--- config.mk ---
export PLATFORM = sky130hd
export DESIGN_NAME = positional_list_store_top
export DESIGN_NICKNAME = d
export VERILOG_FILES = /design/src/hdl/plist_pkg.sv /design/src/hdl/plist_ctrl.sv /design/src/hdl/plist_dp.sv /design/src/hdl/positional_list_store_top.sv
export SDC_FILE = /design/constraint.sdc
export NUM_CORES = 1
export LEC_CHECK = 0
export BUFFER_PORTS_ARGS = -buffer_cell sky130_fd_sc_hd__buf_2
export CORE_MARGIN = 2
export CORE_UTILIZATION = 28
export CTS_CLUSTER_DIAMETER = 50
export DETAILED_ROUTE_END_ITERATION = 10
export GPL_TIMING_DRIVEN = 0
export PLACE_DENSITY = 0.48
export SLEW_MARGIN = 20
export SYNTH_ARGS = -nofsm -noshare
export SYNTH_HDL_FRONTEND = slang
export SYNTH_SLANG_ARGS = --single-unit
--- constraint.sdc ---
create_clock -name clk -period 6.1 [get_ports clk]
set_clock_uncertainty 0.2 [all_clocks]
set_input_delay 0.61 -clock clk [delete_from_list [all_inputs] [get_ports clk]]
set_output_delay 0.61 -clock clk [all_outputs]
set_load 0.02 [all_outputs]
--- src/hdl/plist_pkg.sv ---
// Shared types and constants for the positional list store.
package plist_pkg;

    localparam int DEF_DEPTH         = 16;
    localparam int DEF_ELEMENT_WIDTH = 16;
    localparam int POS_W             = 5;
    localparam int VALUE_W           = 16;
    localparam int LENGTH_W          = 5;

    typedef enum logic [1:0] {
        CMD_READ   = 2'd0,
        CMD_WRITE  = 2'd1,
        CMD_INSERT = 2'd2,
        CMD_DELETE = 2'd3
    } cmd_t;

    typedef enum logic [1:0] {
        ST_DONE = 2'd0,
        ST_FULL = 2'd1,
        ST_BAD  = 2'd2
    } stat_t;

    // Read address relative to the working pointer.
    typedef enum logic [1:0] {
        FS_PTR   = 2'd0,
        FS_BELOW = 2'd1,
        FS_ABOVE = 2'd2
    } fetch_sel_t;

    typedef struct packed {
        logic       load;
        logic       fetch;
        fetch_sel_t fetch_sel;
        logic       store;
        logic       store_value;
        logic       ptr_up;
        logic       ptr_down;
        logic       len_inc;
        logic       len_dec;
    } ctl_t;

    typedef struct packed {
        cmd_t cmd;
        logic ok;
        logic at_end;
        logic near_end;
    } sts_t;

endpackage

--- src/hdl/plist_ctrl.sv ---
// Sequencer for the positional list store: decode, element moves, response.
module plist_ctrl
    import plist_pkg::*;
(
    input  logic clk,
    input  logic rst_n,
    input  logic start,
    input  sts_t sts,
    output ctl_t ctl,
    output logic busy,
    output logic done
);

    typedef enum logic [6:0] {
        S_IDLE     = 7'b0000001,
        S_DECIDE   = 7'b0000010,
        S_FETCH    = 7'b0000100,
        S_SHIFT_RD = 7'b0001000,
        S_SHIFT_WR = 7'b0010000,
        S_PUT      = 7'b0100000,
        S_RESP     = 7'b1000000
    } state_t;

    state_t state_reg;
    state_t state_next;

    always_ff @(posedge clk or negedge rst_n)
    begin
        if (!rst_n)
        begin
            state_reg <= S_IDLE;
        end
        else
        begin
            state_reg <= state_next;
        end
    end

    always_comb
    begin
        state_next = state_reg;
        ctl        = '0;
        ctl.fetch_sel = FS_PTR;
        case (state_reg)
            S_IDLE:
            begin
                if (start)
                begin
                    ctl.load   = 1'b1;
                    state_next = S_DECIDE;
                end
            end
            S_DECIDE:
            begin
                if (!sts.ok)
                begin
                    state_next = S_RESP;
                end
                else
                begin
                    case (sts.cmd)
                        CMD_READ:   state_next = S_FETCH;
                        CMD_WRITE:  state_next = S_PUT;
                        CMD_INSERT: state_next = sts.at_end ? S_PUT : S_SHIFT_RD;
                        CMD_DELETE:
                        begin
                            if (sts.at_end)
                            begin
                                ctl.len_dec = 1'b1;
                                state_next  = S_RESP;
                            end
                            else
                            begin
                                state_next = S_SHIFT_RD;
                            end
                        end
                        default:    state_next = S_RESP;
                    endcase
                end
            end
            S_FETCH:
            begin
                ctl.fetch  = 1'b1;
                state_next = S_RESP;
            end
            S_SHIFT_RD:
            begin
                // insert pulls from below, delete from above
                ctl.fetch     = 1'b1;
                ctl.fetch_sel = (sts.cmd == CMD_INSERT) ? FS_BELOW : FS_ABOVE;
                state_next    = S_SHIFT_WR;
            end
            S_SHIFT_WR:
            begin
                ctl.store = 1'b1;
                if (sts.cmd == CMD_INSERT)
                begin
                    ctl.ptr_down = 1'b1;
                    state_next   = sts.near_end ? S_PUT : S_SHIFT_RD;
                end
                else
                begin
                    ctl.ptr_up = 1'b1;
                    if (sts.near_end)
                    begin
                        ctl.len_dec = 1'b1;
                        state_next  = S_RESP;
                    end
                    else
                    begin
                        state_next = S_SHIFT_RD;
                    end
                end
            end
            S_PUT:
            begin
                ctl.store       = 1'b1;
                ctl.store_value = 1'b1;
                ctl.len_inc     = (sts.cmd == CMD_INSERT);
                state_next      = S_RESP;
            end
            S_RESP:
            begin
                state_next = S_IDLE;
            end
            default:
            begin
                state_next = S_IDLE;
            end
        endcase
    end

    assign busy = (state_reg != S_IDLE);
    assign done = (state_reg == S_RESP);

endmodule

--- src/hdl/plist_dp.sv ---
// Datapath for the positional list store: element memory, length and pointers.
module plist_dp
    import plist_pkg::*;
#(
    parameter int DEPTH         = DEF_DEPTH,
    parameter int ELEMENT_WIDTH = DEF_ELEMENT_WIDTH
)
(
    input  logic                clk,
    input  logic                rst_n,
    input  ctl_t                ctl,
    input  logic [1:0]          command,
    input  logic [POS_W-1:0]    position,
    input  logic [VALUE_W-1:0]  value,
    output sts_t                sts,
    output logic [VALUE_W-1:0]  read_value,
    output logic [1:0]          status,
    output logic [LENGTH_W-1:0] length
);

    localparam int AW    = (DEPTH > 1) ? $clog2(DEPTH) : 1;
    localparam int LEN_W = $clog2(DEPTH + 1);
    localparam int CW    = ((LEN_W > POS_W) ? LEN_W : POS_W) + 1;

    logic [ELEMENT_WIDTH-1:0] mem [DEPTH];

    logic [LEN_W-1:0]         len_reg;
    logic [LEN_W-1:0]         len_next;
    cmd_t                     cmd_reg;
    stat_t                    stat_reg;
    logic [AW-1:0]            k_reg;
    logic [AW-1:0]            ptr_reg;
    logic [ELEMENT_WIDTH-1:0] val_reg;
    logic [ELEMENT_WIDTH-1:0] rdata_reg;

    logic [CW-1:0]            pos_ext;
    logic [CW-1:0]            len_ext;
    logic [CW-1:0]            k_ext;
    logic                     in_list;
    stat_t                    chk;
    logic [AW-1:0]            ptr_init;
    logic [AW-1:0]            rd_addr;
    logic [ELEMENT_WIDTH-1:0] wdata;
    logic [CW-1:0]            ptr_ext;

    assign pos_ext = CW'(position);
    assign len_ext = CW'(len_reg);
    assign in_list = (position != '0) && (pos_ext <= len_ext);
    assign k_ext   = pos_ext - CW'(1);

    // Check the command against the current length at accept time.
    always_comb
    begin
        chk      = ST_DONE;
        ptr_init = k_ext[AW-1:0];
        case (cmd_t'(command))
            CMD_READ,
            CMD_WRITE,
            CMD_DELETE:
            begin
                if (!in_list)
                begin
                    chk = ST_BAD;
                end
            end
            CMD_INSERT:
            begin
                ptr_init = len_reg[AW-1:0];
                if (len_ext >= CW'(DEPTH))
                begin
                    chk = ST_FULL;
                end
                else if ((position == '0) || (pos_ext > len_ext + CW'(1)))
                begin
                    chk = ST_BAD;
                end
            end
            default:
            begin
                chk = ST_BAD;
            end
        endcase
    end

    always_ff @(posedge clk)
    begin
        if (ctl.load)
        begin
            cmd_reg  <= cmd_t'(command);
            stat_reg <= chk;
            k_reg    <= k_ext[AW-1:0];
            val_reg  <= ELEMENT_WIDTH'(value);
        end
    end

    always_ff @(posedge clk)
    begin
        if (ctl.load)
        begin
            ptr_reg <= ptr_init;
        end
        else if (ctl.ptr_up)
        begin
            ptr_reg <= ptr_reg + AW'(1);
        end
        else if (ctl.ptr_down)
        begin
            ptr_reg <= ptr_reg - AW'(1);
        end
    end

    always_comb
    begin
        len_next = len_reg;
        if (ctl.len_inc)
        begin
            len_next = len_reg + LEN_W'(1);
        end
        else if (ctl.len_dec)
        begin
            len_next = len_reg - LEN_W'(1);
        end
    end

    always_ff @(posedge clk or negedge rst_n)
    begin
        if (!rst_n)
        begin
            len_reg <= '0;
        end
        else
        begin
            len_reg <= len_next;
        end
    end

    always_comb
    begin
        case (ctl.fetch_sel)
            FS_BELOW: rd_addr = ptr_reg - AW'(1);
            FS_ABOVE: rd_addr = ptr_reg + AW'(1);
            default:  rd_addr = ptr_reg;
        endcase
    end

    assign wdata = ctl.store_value ? val_reg : rdata_reg;

    always_ff @(posedge clk)
    begin
        if (ctl.store)
        begin
            mem[ptr_reg] <= wdata;
        end
        if (ctl.fetch)
        begin
            rdata_reg <= mem[rd_addr];
        end
    end

    assign ptr_ext = CW'(ptr_reg);

    // Loop-end flags: insert walks down to k, delete walks up to length - 1.
    always_comb
    begin
        sts.cmd = cmd_reg;
        sts.ok  = (stat_reg == ST_DONE);
        if (cmd_reg == CMD_INSERT)
        begin
            sts.at_end   = (ptr_reg == k_reg);
            sts.near_end = (ptr_ext == CW'(k_reg) + CW'(1));
        end
        else
        begin
            sts.at_end   = (ptr_ext == len_ext - CW'(1));
            sts.near_end = (ptr_ext + CW'(1) == len_ext - CW'(1));
        end
    end

    assign read_value = ((cmd_reg == CMD_READ) && (stat_reg == ST_DONE))
                        ? VALUE_W'(rdata_reg) : '0;
    assign status     = stat_reg;
    assign length     = LENGTH_W'(len_reg);

endmodule

--- src/hdl/positional_list_store_top.sv ---
// Top level of the positional list store.
//
// A command word is taken when start is high and busy is low; its result
// appears for one cycle with done high, and must be taken then. Elements
// live in a memory with one write and one registered read per cycle, and a
// shift moves one element in two steps (read, then write). Insert and delete
// at position p of a list of length L shift L - p + 1 and L - p elements,
// so they take longer the nearer p lies to the head of the list.
// The list is empty after reset; no clearing pass is needed.
module positional_list_store_top
    import plist_pkg::*;
#(
    parameter int DEPTH         = DEF_DEPTH,
    parameter int ELEMENT_WIDTH = DEF_ELEMENT_WIDTH
)
(
    input  logic                clk,
    input  logic                rst_n,
    input  logic                start,
    output logic                busy,
    input  logic [1:0]          command,
    input  logic [POS_W-1:0]    position,
    input  logic [VALUE_W-1:0]  value,
    output logic                done,
    output logic [VALUE_W-1:0]  read_value,
    output logic [1:0]          status,
    output logic [LENGTH_W-1:0] length
);

    ctl_t ctl;
    sts_t sts;

    plist_ctrl u_ctrl (
        .clk   (clk),
        .rst_n (rst_n),
        .start (start),
        .sts   (sts),
        .ctl   (ctl),
        .busy  (busy),
        .done  (done)
    );

    plist_dp #(
        .DEPTH         (DEPTH),
        .ELEMENT_WIDTH (ELEMENT_WIDTH)
    ) u_dp (
        .clk        (clk),
        .rst_n      (rst_n),
        .ctl        (ctl),
        .command    (command),
        .position   (position),
        .value      (value),
        .sts        (sts),
        .read_value (read_value),
        .status     (status),
        .length     (length)
    );

endmodule

# Word level (Yosys, flattened, before mapping)
# Memory sizes are Yosys's and may differ from the RTL's. A register that Yosys moved wholly into a read port is not among the register bits.
# Cells that the tools add are included.
[totals] register_bits=40 mem_bits_rw=256 in_bits=26 out_inout_bits=25 elab_cells=97 mem_count=1
[op_classes] add_sub_neg=9 magnitude_cmp=3 eq_ne=21 mux=42 n_reduce_logical=14
[mem_list] name="u_dp.mem" words=16 width=16 read_ports=1 rd_clocked_by_memory_dff=1 write_ports=1 line="plist_dp.sv:25" source="logic [ELEMENT_WIDTH-1:0] mem [DEPTH];"
[op_table] cell="$mux 7" n=5
[op_table] cell="$pmux 7 s5" n=1
[op_table] cell="$mux 16" n=2
[op_table] cell="$pmux 7 s4" n=1
[op_table] cell="$mux 4" n=4
[op_table] cell="$mux 1" n=15
[op_table] cell="$mux 2" n=7
[op_table] cell="$eq 4x6->1" n=2
[op_table] cell="$mux 6" n=2
[op_table] cell="$add 4x1->5 const B" n=2
[op_table] cell="$eq 2x2->1 const B" n=5
[op_table] cell="$mux 5" n=2
[op_table] cell="$pmux 4 s2" n=1
[op_table] cell="$sub 4x1->4 const B" n=2
[op_table] cell="$eq 7x1->1 const B" n=1
[op_table] cell="$eq 7x2->1 const B" n=1
[op_table] cell="$eq 7x3->1 const B" n=1
[op_table] cell="$eq 7x4->1 const B" n=1
[op_table] cell="$eq 7x5->1 const B" n=1
[op_table] cell="$eq 7x6->1 const B" n=1
[op_table] cell="$eq 7x7->1 const B" n=1
[op_table] cell="$ne 7x1->1 const B" n=1
[op_table] cell="$add 5x1->6 const B" n=1
[op_table] cell="$eq 2x1->1 const B" n=3
[op_table] cell="21 further kinds" n=26

# Depth between registers and ports, before layout
[logic_depth] word_depth=9 ltp_mapped=13 depth_no_buf=10

# Cells and area by module
# From an unflattened synthesis, not the netlist that was laid out.
[hier_totals] hier_cells=779 area_unflattened_um2=13633.1
[modules_own_cells] mod="plist_dp" instances=1 cells_per_inst=716 area_each_um2=13091.3 seq_area_each_um2=9133.8
[modules_own_cells] mod="plist_ctrl" instances=1 cells_per_inst=63 area_each_um2=541.8 seq_area_each_um2=176.4

# Worst setup path after synthesis
# No wires, ideal clock.
[synth_path] path_type="reg2reg" start="register u_ctrl.state_reg[3]" end="memory u_dp.mem[15][0] (netlist name), enable pin" t_arrival_ns=3.802 path_slack_ns=1.620 stages_incl_launch_ff=4 period_less_slack_ns=4.480 path_cell_list="dfrtp_1 or4_1 clkbuf_1 a2111oi_0"
[synth_via] elab_chain_cells=5 elab_cells_between_ends=6
[synth_lines] element="from (decl)" line="plist_ctrl.sv:24" source="state_t state_reg;"
[synth_lines] element="from (signal assigned)" line="plist_ctrl.sv:35" source="state_reg <= state_next;"
[synth_lines] element="$eq 7x5->1 or $eq 7x6->1 (tied branches)" line="plist_ctrl.sv:44" source="case (state_reg)"
[synth_lines] element="$reduce_or 2->1 (no source line) (*)"
[synth_lines] element="$mux 1 (*)" line="plist_ctrl.sv:44"
[synth_lines] element="$mux 1 (*)" line="plist_dp.sv:150" source="if (ctl.store)"
[synth_lines] element="$mux 1 (not written as such) (*)" line="plist_dp.sv:152" source="mem[ptr_reg] <= wdata;"
[synth_lines] element="to (decl)" line="plist_dp.sv:25"
# Every way passes the cells marked *; elsewhere a longest branch is shown, timed or not.

# Worst setup path in the final report
[layout_path] start="register u_dp.ptr_reg[0]" end="register u_dp.rdata_reg[6], read port of u_dp.mem (data pin)"
[layout_via] elab_chain_cells=2 elab_cells_between_ends=3
[layout_lines] element="from (decl)" line="plist_dp.sv:32" source="logic [AW-1:0] ptr_reg;"
[layout_lines] element="from (signal assigned)" line="plist_dp.sv:100" source="ptr_reg <= ptr_init;"
[layout_lines] element="from (signal assigned)" line="plist_dp.sv:104" source="ptr_reg <= ptr_reg + AW'(1);"
[layout_lines] element="from (signal assigned)" line="plist_dp.sv:108" source="ptr_reg <= ptr_reg - AW'(1);"
[layout_lines] element="$add 4x1->4 or $sub 4x1->4 (tied branches)" line="plist_dp.sv:141, plist_dp.sv:140"
[layout_lines] element="$pmux 4 s2 (*)" line="plist_dp.sv:139" source="case (ctl.fetch_sel)"
[layout_lines] element="to (decl)" line="plist_dp.sv:34" source="logic [ELEMENT_WIDTH-1:0] rdata_reg;"
# Marked as above.
# A chain may end at the register's enable or synchronous reset.

==> results.cfg <==
[floorplan]
overall_die_area_mm2 = 0.0590
floorplan.die.width_um = 243
io_pins = 51
core-area_mm2 = 0.0564
die_height_um = 243
initial_utilization_pct = 28.3
std_cell_rows = 87

[sta]
period_needed_ps = 5650
slew_headroom_pct = 33.9
hold_ws_ps = 32.8
final.period_utilization_pct = 92.6
worstMarginPinSlew_ps = 985
final-setup-viol-count = 0
maxSlewViolCount = 0
hold_viol = 0
grt_setup_unrepaired = no
setup_tns_ps = 0
layout_setup_ws_ps = 450
max_clock_freq_mhz = 177

[flow_run]
number_of_maximum_capacitance_constraint_violations = 0

[synth]
synthesized_instance_count = 1298
syn_nets = 1348
number_of_synthesis_warnings = 0
synth_top_flop_cell = sky130_fd_sc_hd__edfxtp_1
number_of_flops_mapped_to_enable_cells_by_yosys = 300
per_instance_average_area_after_synthesis_um2 = 12.3
async_flop_share_pct = 3.85
netlist-cell-type-count = 71
synth.yosys.seq_area_share_pct = 58.3
netlist_area_mm2 = 0.0160
postSynthRegisterBits = 312

[critical_path]
critical_path_buf_inv_count = 7
timing.critical_path.from_type = flop
cp.required_ps = 6150
timing.critical_path.to_type = flop
timing.critical_path.arrival_ps = 5700
crit_path_start = u_dp.ptr_reg[0]
critPathTopFamily = buffers and inverters
critPathKind = flop to flop
critical_path.max_fanout = 10
cp_slowest_stage_delay_ps = 640
crit_slowest_cell = sky130_fd_sc_hd__mux2i_1
cells_traversed_along_the_worst_timing_path = buf_2 > clkbuf_1 > clkbuf_1 > clkbuf_1 > inv_1 > ha_1 > xnor2_1 > mux2i_1 > buf_2 > buf_2 > nand3_1 > o221ai_1 > o2111ai_1
critical_path.reg2reg.startpoint = u_dp.ptr_reg[0]

[grt]
groute.usage.overall_pct = 16.4
grt_start_max_net_pins = 27
global_route.usage.met3_pct = 2.50
busiest_layer = met2
grt_util_met2_pct = 27.7
grt_pass1_vias = 11000
overflow_left_after_global_routing = 0
antenna_found_initial = 1
grt_util_met1_pct = 21.6
grt_pass1_wl_um = 72100

[detailed_routing]
drt_first_pass_iters = 6
postRouteAntennaNets = 0
wl_per_cell_um = 22.2
vias = 11100
drt_iter0_markers = 914
remaining_drc_errors = 0
detail_route.vias_per_cell = 5.04
routed_wirelength_um = 48900

[cts]
max-clock-path-buffers = 3
clkTransAtPathRegs_ps = 60
clock_insertion_delay_worst_skew_ps = 570
cts_inserted_buffers = 41
ctsHtreeMaxLevel = 2
cts_resized = 0
cts_root_buf = sky130_fd_sc_hd__clkbuf_16
tritoncts = yes
total_clock_sinks = 312

[power_and_ir_drop]
switching_share_pct = 34.6
power.share.combinational_pct = 30.6
power_frac_seq_pct = 35.3
power.leakage_nw = 6.32
ir_drop_mv = 0.188
power.clock.fraction_pct = 34.1
power-per-cell-area_mw_per_mm2 = 378
power.switching_mw = 2.46
power_report.internal_total_mw = 4.65

[worst_hold_path]
hold_path_class = primary input to flop
hold_start = value[8]

[placed_design]
dp_slack_ps = 542
finalWeightedCongestion = 0.805
port_buffers = 50
detailedPlacementHpwl_um = 34600

[final_layout]
antenna_cells = 0
fin_nets = 1466
layout.core_utilization_pct = 33.4
final_common_cell = sky130_fd_sc_hd__edfxtp_1
max_ffs_per_register = 256
n_fill_cell = 5603
drive_gt1_share_pct = 15.1
layout_common_cells = 300 x sky130_fd_sc_hd__edfxtp_1, 87 x sky130_fd_sc_hd__o21ai_0, 80 x sky130_fd_sc_hd__and2_1, 75 x sky130_fd_sc_hd__nand2_1, 73 x sky130_fd_sc_hd__clkbuf_1
area_delta_synth_final_pct = 17.8

[status]
run_status = finished, final reports clean
## what timing repair did
item | CTS | global route
hold buffers | 5 | 0
endpoints found under the hold margin | 16 | 0
setup buffers | 0 | 0
## layout make-up
type                       count  area (µm²)  share of cell area, %
sequential                   312        9310                   49.5
multi-input combinational    871        6240                   33.2
clock buffer                  49        1100                   5.84
tap                          756         946                   5.03
timing repair buffer          75         483                   2.57
buffer                        93         397                   2.11
clock inverter                24         260                   1.38
inverter                      22        82.6                  0.439
## power groups by stage
stage               clock, mW  sequential [mW]  combinational [mW]
finish                   2.42             2.51                2.18
global route             2.55             2.52                2.35
CTS                      2.48             2.51                2.18
detailed placement          0             2.56                2.17
global placement            0             2.56                2.13
floorplan                   0             2.54                1.41
## metrics by stage
step / cell area (µm²) / power [mW] / instances
floorplan: 16000 / 3.95 / 1298
global placement: 17200 / 4.69 / 2104
detailed placement: 17400 / 4.73 / 2124
CTS: 18800 / 7.17 / 2202
global route: 18800 / 7.42 / 2202
finish: 18800 / 7.11 / 2202
## cells in the mapped netlist (4+ instances only)
cell	instances	area share, %
sky130_fd_sc_hd__edfxtp_1	300	56
sky130_fd_sc_hd__o21ai_0	87	2.7
sky130_fd_sc_hd__and2_1	80	3.1
sky130_fd_sc_hd__nand2_1	75	1.8
sky130_fd_sc_hd__nand2b_1	70	2.7
sky130_fd_sc_hd__nor2b_1	69	2.7
sky130_fd_sc_hd__clkbuf_1	67	1.6
sky130_fd_sc_hd__mux2i_1	55	3.4
sky130_fd_sc_hd__nor2_1	51	1.2
sky130_fd_sc_hd__nand3_1	47	1.5
sky130_fd_sc_hd__mux2_1	38	2.7
sky130_fd_sc_hd__a2111oi_0	33	1.8
sky130_fd_sc_hd__o221ai_1	33	1.8
sky130_fd_sc_hd__a32oi_1	32	1.8
sky130_fd_sc_hd__mux2_2	27	1.9
sky130_fd_sc_hd__ha_1	23	1.8
sky130_fd_sc_hd__inv_1	20	0.47
sky130_fd_sc_hd__buf_2	17	0.53
sky130_fd_sc_hd__o2111ai_1	17	0.93
sky130_fd_sc_hd__xnor2_1	17	0.93
sky130_fd_sc_hd__nor3_1	14	0.44
sky130_fd_sc_hd__xor2_1	13	0.71
sky130_fd_sc_hd__dfrtp_1	11	1.7
sky130_fd_sc_hd__a21oi_1	10	0.31
sky130_fd_sc_hd__and3_1	8	0.31
sky130_fd_sc_hd__nor4_1	6	0.24
sky130_fd_sc_hd__o21a_1	6	0.28
sky130_fd_sc_hd__buf_1	5	0.12
sky130_fd_sc_hd__nand4_1	4	0.16
sky130_fd_sc_hd__or3_1	4	0.16
sky130_fd_sc_hd__or4_1	4	0.19
## per-layer routing
| layer | up-vias | wire length [µm] |
|---|---|---|
| met5 | - | 0 |
| met4 | 0 | 1050 |
| met3 | 72 | 2180 |
| met2 | 274 | 23900 |
| met1 | 5592 | 21800 |
| li1 | 5150 | - |
## worst reg2reg max path: stages, from the launching register on
cell,delay [ps]
sky130_fd_sc_hd__edfxtp_1,400
sky130_fd_sc_hd__buf_2,370
sky130_fd_sc_hd__clkbuf_1,550
sky130_fd_sc_hd__clkbuf_1,370
sky130_fd_sc_hd__clkbuf_1,620
sky130_fd_sc_hd__inv_1,190
sky130_fd_sc_hd__ha_1,420
sky130_fd_sc_hd__xnor2_1,160
sky130_fd_sc_hd__mux2i_1,640
sky130_fd_sc_hd__buf_2,410
sky130_fd_sc_hd__buf_2,320
sky130_fd_sc_hd__nand3_1,240
sky130_fd_sc_hd__o221ai_1,190
sky130_fd_sc_hd__o2111ai_1,240
## logic make-up (layout without fill, tap and decap cells)
group,count (synthesis),count (layout),share of synthesized area [%]
AND/OR/NAND/NOR,452,452,15.9
flip-flops,312,312,58.3
AO/OA/AOI/OAI,242,242,10.9
multiplexers,122,122,8.26
buffers and inverters,115,263,3.00
XOR/XNOR,31,31,1.75
adder cells (fa/ha/maj),24,24,1.93
## final timing paths
check | to | slack [ps] | depth (start not counted)
max | u_dp.rdata_reg[6] | 450 | 13
min | u_dp.val_reg[8] | 30 | 1
max reg2reg | u_dp.rdata_reg[6] | 450 | 13
min reg2reg | u_ctrl.state_reg[3] | 530 | 3
max in group asynchronous | u_ctrl.state_reg[0] | 5170 | 2
min in group asynchronous | u_dp.length[1] | 250 | 2
No activity file was read; power rests on OpenSTA's default activity.
